===== config.mk =====
export PLATFORM = sky130hd
export DESIGN_NAME = thermal_zone_alert_tracker_top
export DESIGN_NICKNAME = d
export VERILOG_FILES = /design/src/tzat_pkg.sv /design/src/tzat_step.sv /design/src/thermal_zone_alert_tracker_top.sv
export SDC_FILE = /design/constraint.sdc
export NUM_CORES = 1
export LEC_CHECK = 0
export BUFFER_PORTS_ARGS = -buffer_cell sky130_fd_sc_hd__buf_2
export CAP_MARGIN = 10
export CORE_MARGIN = 3
export CORE_UTILIZATION = 50
export DETAILED_ROUTE_END_ITERATION = 8
export PLACE_DENSITY = 0.73
export SYNTH_ARGS = -nofsm -noshare
export SYNTH_HDL_FRONTEND = slang
export SYNTH_HIERARCHICAL = 1
export SYNTH_SLANG_ARGS = --single-unit
export TNS_END_PERCENT = 20

===== constraint.sdc =====
create_clock -name clk -period 21.6 [get_ports clk]
set_input_delay 1.08 -clock clk [delete_from_list [all_inputs] [get_ports clk]]
set_output_delay 1.08 -clock clk [all_outputs]
set_load 0.05 [all_outputs]

===== src/tzat_pkg.sv =====
package tzat_pkg;

  localparam int ADDR_W = 6;
  localparam int DATA_W = 64;
  localparam int ENTRY_COUNT = 8;

  localparam logic [2:0] REG_OFFSET_ENC     = 3'd0;
  localparam logic [2:0] REG_ZONE_COUNT     = 3'd1;
  localparam logic [2:0] REG_ZONE_LIMITS    = 3'd2;
  localparam logic [2:0] REG_THROTTLE_LIMIT = 3'd3;
  localparam logic [2:0] REG_SHUTDOWN_LIMIT = 3'd4;

  localparam logic        RST_OFFSET_ENC     = 1'b0;
  localparam logic [3:0]  RST_ZONE_COUNT     = 4'd1;
  localparam logic [63:0] RST_ZONE_LIMITS    = 64'd0;
  localparam logic [7:0]  RST_THROTTLE_LIMIT = 8'd90;
  localparam logic [7:0]  RST_SHUTDOWN_LIMIT = 8'd115;

  localparam logic [7:0] ALERT_MASK = 8'h18;
  localparam logic [7:0] EXT_OFFSET = 8'd64;
  localparam logic [8:0] HYST       = 9'd3;

  typedef struct packed {
    logic [7:0] status_byte;
    logic [7:0] local_raw;
    logic [7:0] remote_high_raw;
    logic [7:0] remote_low_raw;
  } alert_t;

  typedef struct packed {
    logic              handled;
    logic signed [7:0] temperature;
    logic              zone_error;
    logic              low_write;
    logic [7:0]        low_byte;
    logic              high_write;
    logic [7:0]        high_byte;
    logic              throttle_change;
    logic              throttle_on;
    logic              notify_zone;
  } result_t;

  typedef struct packed {
    logic              offset_enc;
    logic [3:0]        zone_count;
    logic [63:0]       zone_limits;
    logic signed [7:0] throttle_limit;
    logic signed [7:0] shutdown_limit;
  } cfg_t;

  typedef struct packed {
    logic signed [8:0] active_low_limit;
    logic signed [7:0] active_high_limit;
    logic signed [7:0] last_reported_temp;
    logic              throttling;
  } track_state_t;

endpackage


===== src/tzat_step.sv =====
module tzat_step #(
  parameter int MAX_ZONES = 8
) (
  input  tzat_pkg::alert_t       alert,
  input  tzat_pkg::cfg_t         cfg,
  input  tzat_pkg::track_state_t track,
  output tzat_pkg::result_t      result,
  output tzat_pkg::track_state_t track_next
);

  logic [7:0]        local_dec;
  logic [7:0]        remote_dec;
  logic signed [7:0] t_local;
  logic signed [7:0] t_remote;
  logic signed [7:0] t_remote_adj;
  logic signed [7:0] temp;
  logic signed [8:0] temp9;
  logic signed [7:0] entry [tzat_pkg::ENTRY_COUNT];
  logic [3:0]        n_eff;
  logic [2:0]        last_idx;
  logic signed [7:0] last_entry;
  logic signed [8:0] lo;
  logic signed [7:0] hi;
  logic signed [8:0] hi9;
  logic              found;
  logic signed [8:0] thr9;
  logic signed [8:0] thr_off;
  logic              throttle_new;
  logic              alert_hit;
  logic              zone_err;
  logic              low_diff;
  logic              high_diff;
  logic [7:0]        enc_offset;

  always_comb begin
    enc_offset   = cfg.offset_enc ? tzat_pkg::EXT_OFFSET : 8'd0;
    local_dec    = alert.local_raw - enc_offset;
    remote_dec   = alert.remote_high_raw - enc_offset;
    t_local      = local_dec;
    t_remote     = remote_dec;
    if ((alert.remote_low_raw[7:6] != 2'd0) && (t_remote != 8'sd127)) begin
      t_remote_adj = t_remote + 8'sd1;
    end else begin
      t_remote_adj = t_remote;
    end
    temp  = (t_local > t_remote_adj) ? t_local : t_remote_adj;
    temp9 = {temp[7], temp};
  end

  always_comb begin
    for (int i = 0; i < tzat_pkg::ENTRY_COUNT; i++) begin
      entry[i] = cfg.zone_limits[8*i +: 8];
    end
    if (cfg.zone_count == 4'd0) begin
      n_eff = 4'd1;
    end else if (cfg.zone_count > 4'(MAX_ZONES)) begin
      n_eff = 4'(MAX_ZONES);
    end else begin
      n_eff = cfg.zone_count;
    end
    last_idx   = 3'(n_eff - 4'd1);
    last_entry = entry[last_idx];
  end

  always_comb begin
    lo    = '0;
    hi    = '0;
    found = 1'b0;
    if (temp < entry[0]) begin
      lo = '0;
      hi = entry[0];
    end else if (temp >= last_entry) begin
      lo = {last_entry[7], last_entry} - tzat_pkg::HYST;
      hi = cfg.shutdown_limit;
    end else begin
      for (int i = 0; i + 1 < MAX_ZONES; i++) begin
        if (!found && (4'(i + 1) < n_eff) && (temp >= entry[i]) && (temp < entry[i + 1])) begin
          lo    = {entry[i][7], entry[i]} - tzat_pkg::HYST;
          hi    = entry[i + 1];
          found = 1'b1;
        end
      end
    end
    hi9 = {hi[7], hi};
  end

  always_comb begin
    thr9    = {cfg.throttle_limit[7], cfg.throttle_limit};
    thr_off = thr9 - tzat_pkg::HYST;
    if (temp9 >= thr9) begin
      throttle_new = 1'b1;
    end else if (temp9 <= thr_off) begin
      throttle_new = 1'b0;
    end else begin
      throttle_new = track.throttling;
    end
  end

  always_comb begin
    alert_hit = (alert.status_byte & tzat_pkg::ALERT_MASK) != 8'd0;
    zone_err  = (lo == hi9);
    low_diff  = (track.active_low_limit != lo);
    high_diff = (track.active_high_limit != hi);

    result             = '0;
    result.temperature = temp;
    result.throttle_on = track.throttling;
    track_next         = track;

    if (alert_hit) begin
      result.handled         = 1'b1;
      result.throttle_on     = throttle_new;
      result.throttle_change = (throttle_new != track.throttling);
      track_next.throttling  = throttle_new;
      if (zone_err) begin
        result.zone_error = 1'b1;
      end else if (low_diff || high_diff) begin
        if (low_diff) begin
          result.low_write            = 1'b1;
          result.low_byte             = lo[7:0] + enc_offset;
          track_next.active_low_limit = lo;
        end
        if (high_diff) begin
          result.high_write            = 1'b1;
          result.high_byte             = hi + enc_offset;
          track_next.active_high_limit = hi;
        end
        result.notify_zone            = (track.last_reported_temp != temp);
        track_next.last_reported_temp = temp;
      end
    end
  end

endmodule


===== src/thermal_zone_alert_tracker_top.sv =====
// Thermal zone alert tracker.
// Input channel: one alert transaction (status, local, remote integer and
// remote fraction bytes) on alert/alert_valid, held off by alert_stall.
// Output channel: one result transaction per alert on result/result_valid,
// held off by result_stall from the receiver.
// An alert accepted into the input register passes through the zone lookup,
// throttle hysteresis and limit compare, which are combinational, into the
// result register. Throughput is one alert per cycle while result_stall is
// low; the tracked limits and throttle state update as each alert moves into
// the result register, so the next alert sees them at once.
// A stalled result holds in place; the input register takes one more alert,
// then alert_stall rises until the result is taken.
// Configuration registers sit on an APB port at byte address 8 * index
// (offset_enc, zone_count, zone_limits, throttle_limit,
// shutdown_limit), 64-bit data, pready tied high; write only while idle.
// Reset clears both pipeline registers, restores the register defaults and
// sets the tracked limits and last reported temperature to minus one.
module thermal_zone_alert_tracker_top #(
  parameter int MAX_ZONES = 8
) (
  input  logic                          clk,
  input  logic                          rst,
  input  logic                          alert_valid,
  output logic                          alert_stall,
  input  tzat_pkg::alert_t              alert,
  output logic                          result_valid,
  input  logic                          result_stall,
  output tzat_pkg::result_t             result,
  input  logic                          psel,
  input  logic                          penable,
  input  logic                          pwrite,
  input  logic [tzat_pkg::ADDR_W-1:0]   paddr,
  input  logic [tzat_pkg::DATA_W-1:0]   pwdata,
  output logic [tzat_pkg::DATA_W-1:0]   prdata,
  output logic                          pready
);

  tzat_pkg::cfg_t         cfg;
  tzat_pkg::track_state_t track;
  tzat_pkg::track_state_t track_next;
  tzat_pkg::result_t      step_result;
  tzat_pkg::alert_t       stage;
  logic                   stage_valid;
  logic                   advance;
  logic                   cfg_write;
  logic [2:0]             reg_idx;

  assign pready    = 1'b1;
  assign reg_idx   = paddr[5:3];
  assign cfg_write = psel && penable && pwrite && pready;

  always_ff @(posedge clk) begin
    if (rst) begin
      cfg.offset_enc     <= tzat_pkg::RST_OFFSET_ENC;
      cfg.zone_count     <= tzat_pkg::RST_ZONE_COUNT;
      cfg.zone_limits    <= tzat_pkg::RST_ZONE_LIMITS;
      cfg.throttle_limit <= tzat_pkg::RST_THROTTLE_LIMIT;
      cfg.shutdown_limit <= tzat_pkg::RST_SHUTDOWN_LIMIT;
    end else if (cfg_write) begin
      case (reg_idx)
        tzat_pkg::REG_OFFSET_ENC:     cfg.offset_enc     <= pwdata[0];
        tzat_pkg::REG_ZONE_COUNT:     cfg.zone_count     <= pwdata[3:0];
        tzat_pkg::REG_ZONE_LIMITS:    cfg.zone_limits    <= pwdata;
        tzat_pkg::REG_THROTTLE_LIMIT: cfg.throttle_limit <= pwdata[7:0];
        tzat_pkg::REG_SHUTDOWN_LIMIT: cfg.shutdown_limit <= pwdata[7:0];
        default: ;
      endcase
    end
  end

  always_comb begin
    case (reg_idx)
      tzat_pkg::REG_OFFSET_ENC:     prdata = {63'd0, cfg.offset_enc};
      tzat_pkg::REG_ZONE_COUNT:     prdata = {60'd0, cfg.zone_count};
      tzat_pkg::REG_ZONE_LIMITS:    prdata = cfg.zone_limits;
      tzat_pkg::REG_THROTTLE_LIMIT: prdata = {56'd0, cfg.throttle_limit};
      tzat_pkg::REG_SHUTDOWN_LIMIT: prdata = {56'd0, cfg.shutdown_limit};
      default:                      prdata = '0;
    endcase
  end

  assign advance     = !result_valid || !result_stall;
  assign alert_stall = stage_valid && !advance;

  always_ff @(posedge clk) begin
    if (rst) begin
      stage_valid <= 1'b0;
    end else if (!alert_stall) begin
      stage_valid <= alert_valid;
    end
  end

  always_ff @(posedge clk) begin
    if (!alert_stall && alert_valid) begin
      stage <= alert;
    end
  end

  tzat_step #(
    .MAX_ZONES(MAX_ZONES)
  ) u_step (
    .alert      (stage),
    .cfg        (cfg),
    .track      (track),
    .result     (step_result),
    .track_next (track_next)
  );

  always_ff @(posedge clk) begin
    if (rst) begin
      result_valid             <= 1'b0;
      track.active_low_limit   <= '1;
      track.active_high_limit  <= '1;
      track.last_reported_temp <= '1;
      track.throttling         <= 1'b0;
    end else if (advance) begin
      result_valid <= stage_valid;
      if (stage_valid) begin
        track <= track_next;
      end
    end
  end

  always_ff @(posedge clk) begin
    if (advance && stage_valid) begin
      result <= step_result;
    end
  end

  a_throttle_tracks : assert property (@(posedge clk) disable iff (rst)
    (advance && stage_valid) |=> (result.throttle_on == track.throttling))
    else $error("result throttle_on differs from tracked throttle state");

  a_throttle_change : assert property (@(posedge clk) disable iff (rst)
    (advance && stage_valid) |=>
      (result.throttle_change == (track.throttling != $past(track.throttling))))
    else $error("throttle_change does not match a toggle of the throttle state");

  a_idle_result : assert property (@(posedge clk) disable iff (rst)
    (result_valid && !result.handled) |->
      !(result.zone_error || result.low_write || result.high_write ||
        result.throttle_change || result.notify_zone))
    else $error("unhandled alert carries flags");

  a_notify_needs_write : assert property (@(posedge clk) disable iff (rst)
    (result_valid && result.notify_zone) |->
      ((result.low_write || result.high_write) && !result.zone_error))
    else $error("notify without a limit write");

  a_stall_needs_stage : assert property (@(posedge clk) disable iff (rst)
    alert_stall |-> (stage_valid && result_valid))
    else $error("input held off with an empty pipeline");

endmodule

==> qor.txt, run 1 <==
Crit. End Element = flop
CTS tree = built
Arrival time at the worst endpoint = 9.97 ns
Vias in the first global route = 12276
WS Path Type = flop to flop
CTS resizes = 0
GRT overflow = 0
I/O Pins = 207
Syn Inst Count = 1584
Layout cell share with drive strength beyond 1 = 0.1727
Final #Nets = 1952
Die height = 173.4 µm
Die extent in x = 173.4 µm
Setup repair bufs after CTS = 0
Power per cell area = 64.94 nW/µm²
# hold bufs at CTS = 0
WL per Instance = 21.96 µm
Total CTS buffers = 17
CP Data Required Time = 21.94 ns
Area grow syn2layout = 12.53%
Crit-path max FO = 28
Maxcap violations = 0
Final Hold Viols = 0
Hold crit path type = flop to flop
Fin Clk Skew = 0.01371 ns
Root buf cell = clkbuf_16
Initial antenna violation count = 0
Peak supply drop = 52.73 µV
CTS clk-pin slew, worst paths = 0.09 ns
First-pass GRT wire length = 71380 µm
Initial Utilization = 0.5140
Fmax = 0.1038 GHz
Max Slew Vio Count = 0
Via density = 6.144
Worst slew margin = 0.1764
Row count = 60
Leakage dissipation = 6.228 nW
Unrepaired setup endpoints after global routing = false
Dpl hpwl = 33790 µm
CP startpoint kind = flop
Antenna viol nets, final = 0
Max Root-Sink Buffers = 2
Core area = 27250 µm²
Avg Cell Area, Syn = 8.842 µm²
Syn_nets = 1806
Via Count = 12995
Status = finished, final reports clean
GP Congestion = 0.9878
Port Buffers = 190
Total GRT Usage = 0.2991
Sink Count = 164
Final setup violation count = 0
Post-placement setup slack = 12.27 ns
Post-Syn Area = 14010 µm²
Setup TNS = 0 ns
Clock Latency Late Sink = 0.45 ns
Total Wirelength = 46440 µm
Synth warn = 6
Total Power = 1.024 mW
First-pass DRT Iterations = 6
Most common cell after layout, fill and taps aside = buf_2
Ant diodes = 0
Number of DRC markers in iteration 0 = 1755
Post-route clock period utilization = 0.4462
Largest net degree at the start of global routing = 122
DR DRC count = 0
Least-Margin Pin Slew = 1.232 ns
Crit path time final = 9.637 ns
Setup ws final = 11.96 ns
Die Footprint = 30060 µm²
Htree depth = 4
Highest-count cells in the layout ignoring fill and taps = buf_2, nand2b_1, dfxtp_1, ha_1, mux2i_1
==> registers in the layout, summed over array words and instances (netlist names) <==
| register | cells |
|---|---|
| cfg | 85 |
| result | 31 |
| track | 26 |
| stage | 20 |
| result_valid | 1 |
| stage_valid | 1 |
==> stage by stage <==
stage	area [µm²]	util	hold WS, ns	instances
3_3_place_gp	15140	0.5556	0.4611	2083
5_1_grt	15760	0.5784	0.5186	2115
4_1_cts	15760	0.5784	0.5084	2115
6_report	15760	0.5784	0.5037	2115
2_1_floorplan	14010	-	0.4437	1584
3_5_place_dp	15140	0.5556	0.4940	2083
==> critical path, stage by stage, from the launching register on <==
cell and delay, ns:
dfxtp_1 0.59, ha_1 0.35, nand4b_1 0.18, o32a_1 0.38, nand4_1 0.17, nor2_1 0.08, nand3b_1 0.10, xor2_1 0.22
ha_1 0.31, nand4_1 0.11, o22ai_1 0.08, a31oi_1 0.33, nand2_1 0.35, o21bai_2 0.94, ha_1 0.28, nand4_1 0.09
a31oi_1 0.33, o21ai_2 0.29, o211ai_4 0.78, a211oi_1 0.19, a2111oi_1 1.03, nor3_1 0.15, o41a_1 0.48, a2111oi_4 0.40
a31oi_4 0.36, nand2_2 0.31, mux2_2 0.37, a211o_1 0.24
==> final timing paths <==
| path | startpoint | end | slack, ns | cells past startpoint |
|---|---|---|---|---|
| worst min-delay path | cfg[73]$_SDFFE_PP0P_ | cfg[73]$_SDFFE_PP0P_ | 0.50 | 2 |
| worst min register to register | cfg[73]$_SDFFE_PP0P_ | cfg[73]$_SDFFE_PP0P_ | 0.50 | 2 |
| worst max-delay path | cfg[84]$_SDFFE_PP0P_ | track[23]$_SDFFE_PP1P_ | 11.96 | 27 |
| worst max register to register | cfg[84]$_SDFFE_PP0P_ | track[23]$_SDFFE_PP1P_ | 11.96 | 27 |
==> per-layer routing <==
layer / track usage / part of all wire / vias up / wire length (µm)
li1: - / - / 6052 / -
met1: 0.4114 / 0.43 / 6164 / 19870
met2: 0.4668 / 0.45 / 689 / 20840
met3: 0.06702 / 0.095 / 90 / 4434
met4: 0.09696 / 0.028 / 0 / 1305
met5: 0 / 0 / - / 0
==> area by class of cell <==
cell class                 instances  area [µm²]
timing repair buffer             204        1059
tap                              372       465.4
fill                            2474       11490
sequential                       164        3794
clock inverter                    15       196.4
inverter                          95       356.6
clock buffer                      17       425.4
multi-input combinational       1248        9465
==> where the power goes <==
group | switching [mW] | total (mW) | internal, mW
Combinational | 0.224 | 0.355 | 0.131
Sequential | 0.00972 | 0.345 | 0.335
Clock | 0.164 | 0.323 | 0.159
(Power assumes the default switching activity.)
==> run 2: changes to the inputs <==
clock period = 9.3 ns   (was 21.6 ns; I/O delays follow)
==> run 2 against run 1 <==
Against the previous run: sequential share of layout area shrank 0.56 points; wire length up 0.59%; critical endpoint is now track[3]$_SDFFE_PP1P_; critical path type unchanged; clock skew decreased by 0.0012 ns; final area rose by 2.4%; clock power increased by 130%; fmax increased by 13%; sequential power is 130% higher; highest routed layer unchanged; critical path depth is 3 higher; via count increased by 2.2%.
==> qor.txt, run 2 (synthesis results as in run 1) <==
Status = finished, final reports clean
Reg-to-reg startpoint = cfg[84]$_SDFFE_PP0P_
Net Sw Power = 0.9420 mW
Ant diodes = 0
First-pass DRT Iterations = 6
CTS resizes = 0
Highest-count cells in the layout ignoring fill and taps = buf_2, nand2b_1, dfxtp_1, ha_1, mux2i_1
P_int = 1.490 mW
Largest register FFs = 85
Design area = 16140 µm²
DR top layer = met4
Sink Count = 164
Vias in the first global route = 12548
DP Area = 15510 µm²
GRT overflow = 0
Hold_sp = alert[15]
DR DRC count = 0
Arrival time at the worst endpoint = 8.87 ns
Area grow syn2layout = 15.20%
Via Count = 13280
# hold bufs at CTS = 0
Die height = 173.4 µm
Layout cell share with drive strength beyond 1 = 0.1923
Sw Ratio = 0.3874
Crit-path max FO = 14
WL per Instance = 21.67 µm
Leakage dissipation = 6.447 nW
Htree depth = 4
WS Path Type = flop to flop
R2R Setup Slk = 0.76 ns
End of the critical path = track[3]$_SDFFE_PP1P_
Hold crit path type = input port to flop
Most flop-heavy register = cfg
Post-Layout Cell Count = 2156
CTS tree = built
Total Power = 2.432 mW
Largest registers = cfg (85), result (31), track (26)
Fin Clk Skew = 0.01247 ns
CP Data Required Time = 9.63 ns
Most used cell, CP = ha_1
Reg2Reg Depth = 30
Initial Utilization = 0.5140
Die extent in x = 173.4 µm
Number of DRC markers in iteration 0 = 1658
FF-to-FF End = track[3]$_SDFFE_PP1P_
Least-Margin Pin Slew = 0.9625 ns
Total Wirelength = 46720 µm
Via density = 6.160
GP Congestion = 1.016
Comb power frac = 0.360
Die Footprint = 30060 µm²
Crit path time final = 8.536 ns
Final setup violation count = 0
Core area = 27250 µm²
Port Buffers = 190
Slowest library cell on the worst path = dfxtp_1
Clock Power Share = 0.310
Peak supply drop = 135.7 µV
CP peak stage delay = 0.62 ns
Reg power frac = 0.330
Row count = 60
Power per cell area = 150.7 nW/µm²
Maxcap violations = 0
Largest net degree at the start of global routing = 104
CP startpoint kind = flop
WL met2 = 19980 µm
Setup repair bufs after CTS = 0
Crit. End Element = flop
Clock Latency Late Sink = 0.44 ns
Total CTS buffers = 17
WL met1 = 20050 µm
Layout Utilization = 0.5921
First-pass GRT wire length = 71370 µm
Max Root-Sink Buffers = 2
Initial antenna violation count = 0
Root buf cell = clkbuf_16
Final #Nets = 1993
Fmax = 0.1171 GHz
Routed length on met3 = 4690 µm
Total GRT Usage = 0.3005
CTS clk-pin slew, worst paths = 0.09 ns
Setup TNS = 0 ns
Cells after DPL = 2124
Dpl hpwl = 34240 µm
Worst setup startpoint = cfg[84]$_SDFFE_PP0P_
Antenna viol nets, final = 0
Unrepaired setup endpoints after global routing = false
Max Slew Vio Count = 0
Worst slew margin = 0.3555
Post-route clock period utilization = 0.9179
I/O Pins = 207
Final Hold Viols = 0
Most common cell after layout, fill and taps aside = buf_2
==> run 2: power by group through the flow <==
stage	Sequential (mW)	Combinational, mW	Clock (mW)
2_1_floorplan	0.857	0.547	0
3_3_place_gp	0.817	0.825	0
3_5_place_dp	0.818	0.849	0
4_1_cts	0.801	0.856	0.765
5_1_grt	0.806	0.945	0.791
6_report	0.801	0.875	0.755
==> run 2: layer usage <==
layer / global-route usage / vias up
li1: - / 6153
met1: 0.4165 / 6251
met2: 0.4571 / 744
met3: 0.05913 / 132
met4: 0.1270 / 0
met5: 0 / -
==> run 2: metrics by stage <==
step	hold slack [ns]	worst slack [ns]
after global placement	0.4626	1.141
final	0.1875	0.7638
after CTS	0.1768	0.9468
after detailed placement	0.4840	1.056
after global routing	0.1703	0.1470
after floorplan	0.4437	1.880
==> run 2: layout make-up <==
type | count | area, µm²
fill | 2445 | 11120
multi-input combinational | 1248 | 9469
sequential | 164 | 3794
timing repair buffer | 245 | 1429
tap | 372 | 465.4
clock buffer | 17 | 425.4
inverter | 95 | 356.6
clock inverter | 15 | 196.4
==> run 2: worst max-delay path, delay by kind of cell (launching register included) <==
kind,cells,cell delay [ns]
xor gates and xnor gates,2,0.39
and+or+nand+nor,10,2.42
DFF,1,0.62
adders and majority gates,3,0.90
muxes,2,0.56
AOI/OAI and AO/OA,9,2.78
buffers and inverters,4,0.75
==> run 2: how the worst min path moves through the flow <==
stage | depth (start not counted) | endpoint | slack, ns
detailed placement | 2 | cfg[73]$_SDFFE_PP0P_ | 0.48
CTS | 1 | stage[7]$_DFFE_PP_ | 0.18
global route | 1 | stage[12]$_DFFE_PP_ | 0.17
global placement | 2 | result_valid$_SDFFE_PP0P_ | 0.46
finish | 1 | stage[15]$_DFFE_PP_ | 0.19
floorplan | 2 | result_valid$_SDFFE_PP0P_ | 0.44
==> run 3: changes to the inputs <==
CTS_BUF_LIST = sky130_fd_sc_hd__clkbuf_4 sky130_fd_sc_hd__clkbuf_8   (was unset)
==> run 3 against run 2 <==
Against the previous run: critical path depth fell by 1; global-route usage is 0.14 points lower; non-clock buffer count unchanged; die area did not move; critical endpoint is now result[6]$_DFFE_PP_; highest routed layer unchanged.
==> qor.txt, run 3 (synthesis results as in run 1) <==
Area grow syn2layout = 13.84%
P_int = 1.331 mW
Hold crit path type = input port to flop
Status = finished, final reports clean
WS Path Type = flop to flop
Crit-path max FO = 14
DP Area = 15510 µm²
WL per Instance = 21.61 µm
Comb power frac = 0.389
Slowest library cell on the worst path = dfxtp_1
Crit. End Element = flop
DR DRC count = 0
First-pass GRT wire length = 70950 µm
Post-placement setup slack = 1.056 ns
Dpl hpwl = 34240 µm
Setup ws final = 0.7240 ns
CTS tree = built
Post-route clock period utilization = 0.9222
Fin Clk Skew = 0.01884 ns
Port Buffers = 190
Initial antenna violation count = 0
Clock Power Share = 0.255
Total GRT Usage = 0.2991
CTS clk-pin slew, worst paths = 0.13 ns
Arrival time at the worst endpoint = 8.85 ns
Initial Utilization = 0.5140
I/O Pins = 207
Via Count = 13262
Final Hold Viols = 0
Core area = 27250 µm²
Design area = 15940 µm²
Die Footprint = 30060 µm²
Setup TNS = 0 ns
Highest-count cells in the layout ignoring fill and taps = buf_2, nand2b_1, dfxtp_1, ha_1, mux2i_1
GRT overflow = 0
Peak supply drop = 79.67 µV
CP startpoint kind = flop
Fmax = 0.1166 GHz
Final #Nets = 1993
Row count = 60
Sw Ratio = 0.4089
CP Data Required Time = 9.57 ns
Largest net degree at the start of global routing = 104
Max Root-Sink Buffers = 2
Reg power frac = 0.356
Total Power = 2.252 mW
Htree depth = 4
Crit path time final = 8.576 ns
First-pass DRT Iterations = 7
Clock Latency Late Sink = 0.50 ns
Fill count = 2462
Most flop-heavy register = cfg
# hold bufs at CTS = 0
Setup repair bufs after CTS = 0
Root buf cell = clkbuf_8
Vias in the first global route = 12503
Layout cell share with drive strength beyond 1 = 0.1923
Leakage dissipation = 6.360 nW
Power per cell area = 141.2 nW/µm²
Die height = 173.4 µm
Reg2Reg Depth = 29
Least-Margin Pin Slew = 0.9677 ns
Max Slew Vio Count = 0
Hold depth = 1
Most common cell after layout, fill and taps aside = buf_2
Unrepaired setup endpoints after global routing = false
Antenna viol nets, final = 0
Total CTS buffers = 17
Die extent in x = 173.4 µm
CTS resizes = 0
Ant diodes = 0
Largest register FFs = 85
Total Wirelength = 46590 µm
Worst slew margin = 0.3520
CP peak stage delay = 0.63 ns
Net Sw Power = 0.9208 mW
Largest registers = cfg (85), result (31), track (26)
Via density = 6.151
Final setup violation count = 0
GP Congestion = 1.016
Maxcap violations = 0
Number of DRC markers in iteration 0 = 1658
Sink Count = 164
-- run 3: changes by cell type in the layout (fill, tap and decap cells not counted) --
cell | previous run | this run
clkbuf_8 | 0 | 17
clkbuf_16 | 17 | 0
-- run 3: power groups by stage --
| stage | combinational [mW] | clock (mW) | sequential, mW |
|---|---|---|---|
| after floorplan | 0.547 | 0 | 0.857 |
| after global placement | 0.825 | 0 | 0.817 |
| after detailed placement | 0.849 | 0 | 0.818 |
| after CTS | 0.855 | 0.582 | 0.801 |
| after global routing | 0.943 | 0.609 | 0.806 |
| final | 0.875 | 0.575 | 0.802 |
-- run 3: final cells by class --
class	instances	area (µm²)	share of cell area
multi-input combinational	1248	9469	0.5939
tap	372	465.4	0.02919
clock inverter	15	196.4	0.01232
inverter	95	356.6	0.02237
sequential	164	3794	0.2379
timing repair buffer	245	1429	0.08962
clock buffer	17	234.0	0.01467
-- run 3: final timing paths --
path,slack (ns),start,end
setup / recovery,0.72,cfg[84]$_SDFFE_PP0P_,result[6]$_DFFE_PP_
hold / removal,0.13,alert[12],stage[12]$_DFFE_PP_
setup reg to reg,0.72,cfg[84]$_SDFFE_PP0P_,result[6]$_DFFE_PP_
hold reg to reg,0.50,cfg[7]$_SDFFE_PP0P_,cfg[7]$_SDFFE_PP0P_
-- run 3: critical path, delay by kind of cell (launching register included) --
| family | cells | cell delay [ns] |
|---|---|---|
| xor+xnor | 3 | 0.69 |
| flops | 1 | 0.63 |
| simple gates | 11 | 2.92 |
| mux | 1 | 0.24 |
| compound gates | 8 | 2.15 |
| fa+ha+maj | 3 | 0.90 |
| buf+inv | 3 | 0.79 |
-- run 3: per-layer routing --
layer  GRT usage  part of all wire  vias up
li1            -                 -     6135
met1      0.4164              0.44     6291
met2      0.4546              0.43      719
met3     0.05979             0.096      117
met4      0.1209             0.040        0
met5           0                 0        -
-- run 3: per-stage QoR --
stage	utilization	hold slack, ns	cells
after floorplan	-	0.4437	1584
after detailed placement	0.5693	0.4840	2124
after global routing	0.5851	0.09800	2156
after CTS	0.5851	0.1204	2156
final	0.5851	0.1271	2156
after global placement	0.5693	0.4626	2124
